<file path="src/rtl/pgtm_pkg.sv">
// ----------------------------------------------------------------------------
// pgtm_pkg: shared types and constants of the page table mapper
// Holds entry masks, status and action codes, sequencer states and the
// structs passed between the sequencer and the entry update unit.
// ----------------------------------------------------------------------------
`default_nettype none

package pgtm_pkg;

   // Pool geometry defaults
   localparam int POOL_PAGES_DEFAULT      = 16;
   localparam int FIRST_FREE_PAGE_DEFAULT = 4;
   localparam int ENTRIES_PER_TABLE       = 512;
   localparam int SLOT_W                  = 9;
   // Page numbers up to the largest pool plus room for the exhaustion check
   localparam int PAGE_NUM_W              = 9;

   localparam int ENTRY_W   = 64;
   localparam int FRAME_W   = 40;
   localparam int VA_IDX_W  = 36;
   localparam int DIR_FLAG_W = 6;

   localparam logic [ENTRY_W-1:0] KEEP_MASK = 64'hFFF0_0000_0000_0FFF;

   localparam logic [1:0] LAST_LEVEL = 2'd3;

   localparam logic ACTION_MAP  = 1'b0;
   localparam logic ACTION_LOAD = 1'b1;

   typedef enum logic [1:0] {
      STATUS_DONE      = 2'd0,
      STATUS_EXHAUSTED = 2'd1,
      STATUS_OUTSIDE   = 2'd2,
      STATUS_HALTED    = 2'd3
   } status_type;

   typedef enum logic [2:0] {
      ST_CLEAR,
      ST_IDLE,
      ST_READ,
      ST_EVAL,
      ST_ZERO,
      ST_WRITE,
      ST_DONE
   } state_type;

   // Request to the entry update unit
   typedef struct packed {
      logic [ENTRY_W-1:0]    entry;
      logic                  leaf;
      logic [PAGE_NUM_W-1:0] take;
      logic [FRAME_W-1:0]    base;
      logic [ENTRY_W-1:0]    flags;
      logic [FRAME_W-1:0]    pa_frame;
   } unit_in_type;

   // Answer of the entry update unit
   typedef struct packed {
      logic                  present;
      logic                  exhausted;
      logic                  outside;
      logic [ENTRY_W-1:0]    new_entry;
      logic [PAGE_NUM_W-1:0] child;
   } unit_out_type;

   // Replace the address field of an entry with a frame number
   function automatic logic [ENTRY_W-1:0] put_frame(input logic [ENTRY_W-1:0] entry,
                                                    input logic [FRAME_W-1:0] frame);
      put_frame = (entry & KEEP_MASK) | {12'b0, frame, 12'b0};
   endfunction

endpackage

`default_nettype wire

</file>
<file path="src/rtl/pgtm_entry_unit.sv">
// ----------------------------------------------------------------------------
// pgtm_entry_unit: shared entry update unit
// Decodes one table entry and builds its new value for a directory walk,
// a table allocation or the leaf; one 40-bit adder serves both the frame
// of a new table and the pool-relative page of an existing one.
// ----------------------------------------------------------------------------
`default_nettype none

module pgtm_entry_unit #(
   parameter int POOL_PAGES = pgtm_pkg::POOL_PAGES_DEFAULT
) (
   input  pgtm_pkg::unit_in_type  unit_in,
   output pgtm_pkg::unit_out_type unit_out
);

   localparam int NUM_W = pgtm_pkg::PAGE_NUM_W + 1;

   logic                                present;
   logic                                alloc;
   logic [pgtm_pkg::FRAME_W-1:0]        add_a;
   logic [pgtm_pkg::FRAME_W-1:0]        add_b;
   logic [pgtm_pkg::FRAME_W-1:0]        sum;
   logic [pgtm_pkg::ENTRY_W-1:0]        dflags;
   logic [NUM_W-1:0]                    take_next;

   // Classify the entry
   assign present = unit_in.entry[0];
   assign alloc   = !unit_in.leaf && !present;
   assign dflags  = {{(pgtm_pkg::ENTRY_W-pgtm_pkg::DIR_FLAG_W){1'b0}},
                     unit_in.flags[pgtm_pkg::DIR_FLAG_W-1:0]};

   // Shared adder: base plus new page, or entry frame minus base
   always_comb begin
      if (alloc) begin
         add_a = unit_in.base;
         add_b = {{(pgtm_pkg::FRAME_W-pgtm_pkg::PAGE_NUM_W){1'b0}}, unit_in.take};
      end else begin
         add_a = unit_in.entry[51:12];
         add_b = ~unit_in.base;
      end
   end
   assign sum = add_a + add_b + {{(pgtm_pkg::FRAME_W-1){1'b0}}, !alloc};

   assign take_next = {1'b0, unit_in.take} + NUM_W'(1);

   // Build the new entry and the checks
   always_comb begin
      unit_out.present   = present;
      unit_out.exhausted = alloc && (take_next >= NUM_W'(POOL_PAGES));
      unit_out.outside   = !unit_in.leaf && present &&
                           (sum >= pgtm_pkg::FRAME_W'(POOL_PAGES));
      if (unit_in.leaf) begin
         unit_out.new_entry = pgtm_pkg::put_frame(unit_in.entry | unit_in.flags |
                                                  pgtm_pkg::ENTRY_W'(1), unit_in.pa_frame);
         unit_out.child     = unit_in.take;
      end else if (alloc) begin
         unit_out.new_entry = pgtm_pkg::put_frame(unit_in.entry | pgtm_pkg::ENTRY_W'(1),
                                                  sum) | dflags;
         unit_out.child     = unit_in.take;
      end else begin
         unit_out.new_entry = unit_in.entry | dflags;
         unit_out.child     = sum[pgtm_pkg::PAGE_NUM_W-1:0];
      end
   end

endmodule

`default_nettype wire

</file>
<file path="config.mk">
export PLATFORM = sky130hd
export DESIGN_NAME = pgtm_entry_unit
export DESIGN_NICKNAME = d
export VERILOG_FILES = /design/src/rtl/pgtm_pkg.sv /design/src/rtl/pgtm_entry_unit.sv
export SDC_FILE = /design/constraint.sdc
export NUM_CORES = 1
export LEC_CHECK = 0
export BUFFER_PORTS_ARGS = -buffer_cell sky130_fd_sc_hd__clkbuf_2
export CORE_AREA = 2 2 113 115
export DETAILED_ROUTE_END_ITERATION = 10
export DIE_AREA = 0 0 115 117
export GPL_ROUTABILITY_DRIVEN = 0
export PLACE_DENSITY_LB_ADDON = 0.1
export SLEW_MARGIN = 40
export SYNTH_ARGS = -nofsm -noshare
export SYNTH_HDL_FRONTEND = slang
export SYNTH_SLANG_ARGS = --single-unit
</file>
<file path="constraint.sdc">
create_clock -name vclk -period 9.55
set_input_delay 0.4775 -clock vclk [all_inputs]
set_output_delay 0.4775 -clock vclk [all_outputs]
set_load 0.05 [all_outputs]
</file>
# Yosys cells after proc, flatten, opt, wreduce, memory -nomap -nowiden
# Index checks and enable logic that the tools add are counted.
# classes
n_addsub,3
magnitude_cmp,2
n_mux,4
bitwise_logic,6
reduce_logical,7
# op_table
operator,n
$mux 73,2
$or 64x52->64,2
$or 64x6->64,2
$mux 40,2
$or 64x64->64,1
$add 40x1->40,1
$add 40x40->40,1
$ge 40x5->1 const B,1
$not 40->40,1
$add 9x1->10 const B,1
$ge 10x5->1 const B,1
$logic_and 1x1->1,4
$logic_not 1->1,3
# totals
reg_bits,0
input_bits,218
out_inout_bits,76
wordCells,22

# Depth between registers and ports, before layout
# depth
word_depth,9
depth_mapped,18
mapped_depth_nobuf,16

# Least setup slack after synthesis
# Ideal clock, no wire load.
# synth_timing
path_type,in2out
from,input unit_in[154] in the netlist's numbering
to,output unit_out[57] in the netlist's numbering
t_arrival_ns,5.279
t_required_ns,9.073
setup_slack_ns,3.794
path_stages,17
path_cell_list,clkbuf_1 nor2_1 clkbuf_1 mux2_2 ha_1 a21o_1 fa_1 a21o_1 a221o_2 a22oi_4 nor4_2 o2111a_1 nor2_1 o21ai_0 xor2_1 mux2i_1 o21ai_0
# synth_rtl
element,line_no,text
from (decl),pgtm_entry_unit.sv:12,"input pgtm_pkg::unit_in_type unit_in,"
to (decl),pgtm_entry_unit.sv:13,output pgtm_pkg::unit_out_type unit_out

==> reports/qor.csv <==
metric;value;unit
status;complete, no violations;
nClkBuffers;0;
fp.dieW;115;um
drt-total-wl;17.0;mm
drive_above_1_share;36.6;%
antenna_cells;0;
design.seq.count;0;
relSlewSlack;48.0;%
antenna_found_initial;0;
synth_top_area_share;12.1;%
grt_pass1_wl;25.4;mm
areaGrowthSynthToFinish;31.0;%
rsz0062_at_grt;no;
worstPathRequired;9070;ps
ant_nets;0;
max_stage_delay;520;ps
fmax;0.157;GHz
synth_nets;911;
hold_class;primary input to output pin;
fin_nets;1128;
grt_max_degree;89;
avgSynthCellArea;6.54;um2
cellPowerDensity;99.9;nW/um2
cp-start-kind;primary input;
crit_slowest_cell;buf_6;
path_buf_inv;4;
dr.pass1.iters;5;
drv_cap;0;
grt_pass1_vias;5150;
wire_per_inst;16.7;um
post-cts-setup-buffers;0;
cp-endpoint;unit_out[73];
rows;41;
seq_area_frac_synth;0;%
placed_cell_area;5590;um2
path_cells;clkbuf_2, buf_4, nor2_4, buf_6, mux2_2, ha_1, a21o_1, fa_1, a21o_1, a221o_2, a22oi_4, o211ai_1, a21oi_1, xnor2_1, nor4_1, nand4_1, nor4_2, a41oi_1, clkbuf_2;
setup_violations;0;
arrival;5880;ps
maxSlewViolCount;0;
ys_warn_count;0;
crit_family;compound AO/OA/AOI/OAI gates;
tns;0;ps
placed_cells;1018;
grtUsageTotal;23.1;%
coreArea;12300;um2
ios;294;
finalCritPeriodShare;66.6;%
vias;5712;
dpl.hpwl;14.3;mm
path_depth;19;
hold_viol;0;
avgViaCountPerCell;5.61;
period_needed;6360;ps
p_leak;2.82;nW
whs;1370;ps
vdd_ir_drop_max;38.6;uV
dr.first_iter.drc_count;311;
cp-end-kind;output pin;
tightest_slew;779;ps
layoutNonFillerInstCount;1018;
ctsHoldBuffers;0;
syn_inst;653;
path_max_fanout;88;
final_area;5590;um2
drc;0;
cp-startpoint;unit_in[154];
regArea;0;um2
dieHeight;117;um
crit_type;primary input to output pin;
synth_area;4270;um2
ys_types;58;
power.total;558;uW
die_area;13500;um2
ys_top_cells_by_area;mux2_2 12%, ha_1 11%, o21ai_0 9.0%;
overflow;0;
io_buffer_count;252;
start_util;34.7;%
yosysTopAreaCell;mux2_2;
ctsResizeCount;0;
-- stage by stage --
stage | util, % | setup WS, ps
2_1_floorplan | - | 3790
3_3_place_gp | 45.4 | 3120
3_5_place_dp | 45.4 | 3010
4_1_cts | 45.4 | 3000
5_1_grt | 45.4 | 2890
6_report | 45.4 | 3190
-- routing by layer --
metal / wire [um] / track usage, %
met4: 289 / 4.02
met5: 0 / 0
met2: 8540 / 43.5
met1: 7370 / 29.5
met3: 845 / 1.03
-- how the worst min path moves through the flow --
stage / end / slack, ps / depth (start not counted) / from
2_1_floorplan: unit_out[75] / 1120 / 1 / unit_in[154]
3_3_place_gp: unit_out[19] / 1370 / 3 / unit_in[164]
3_5_place_dp: unit_out[64] / 1370 / 3 / unit_in[209]
4_1_cts: unit_out[16] / 1370 / 3 / unit_in[161]
5_1_grt: unit_out[63] / 1380 / 3 / unit_in[208]
6_report: unit_out[13] / 1370 / 3 / unit_in[158]
-- placed cells by master (no fill, tap or decap), drive strengths merged, types with 13 or more instances in the layout --
cell	n
nor2	63
o21ai	77
mux2	46
a21oi	62
xnor2	17
mux2i	17
ha	39
clkbuf	252
nand4	13
nand2	87
nor3	13
a21o	33
-- power by group --
part / internal, mW / switching (mW)
sequential: 0 / 0
combinational: 0.190 / 0.369
clock: 0 / 0
-- area by class of cell --
type | count | area [um2]
fillers | 1336 | 6720
inverters | 6 | 22.5
multi-input cells | 607 | 4090
repair buffers | 255 | 1290
well taps | 150 | 188
-- synth_stat cells (all sizes together), types with 4 or more instances --
library cell	instances
mux2	46
nand2	87
xor2	10
nor4	6
a21oi	62
and2	10
mux2i	17
o21a	10
nand4	13
and4	5
nor2	63
and3	7
a41oi	4
o21bai	4
a31oi	7
or3	7
inv	6
a21o	33
o31ai	5
clkbuf	33
nand3	7
or2	6
ha	39
a211oi	5
buf	7
o211ai	8
o21ai	77
xnor2	17
o2111a	4
nor3	13
-- kinds of logic after synthesis --
family                   share of synthesized area, %
buffers and inverters                            4.25
adder cells (fa/ha/maj)                          11.9
AO/OA/AOI/OAI                                    35.9
XOR/XNOR                                         5.54
other                                          0.0879
multiplexers                                     16.1
AND/OR/NAND/NOR                                  26.2
No activity file was read; power rests on OpenSTA's default activity.
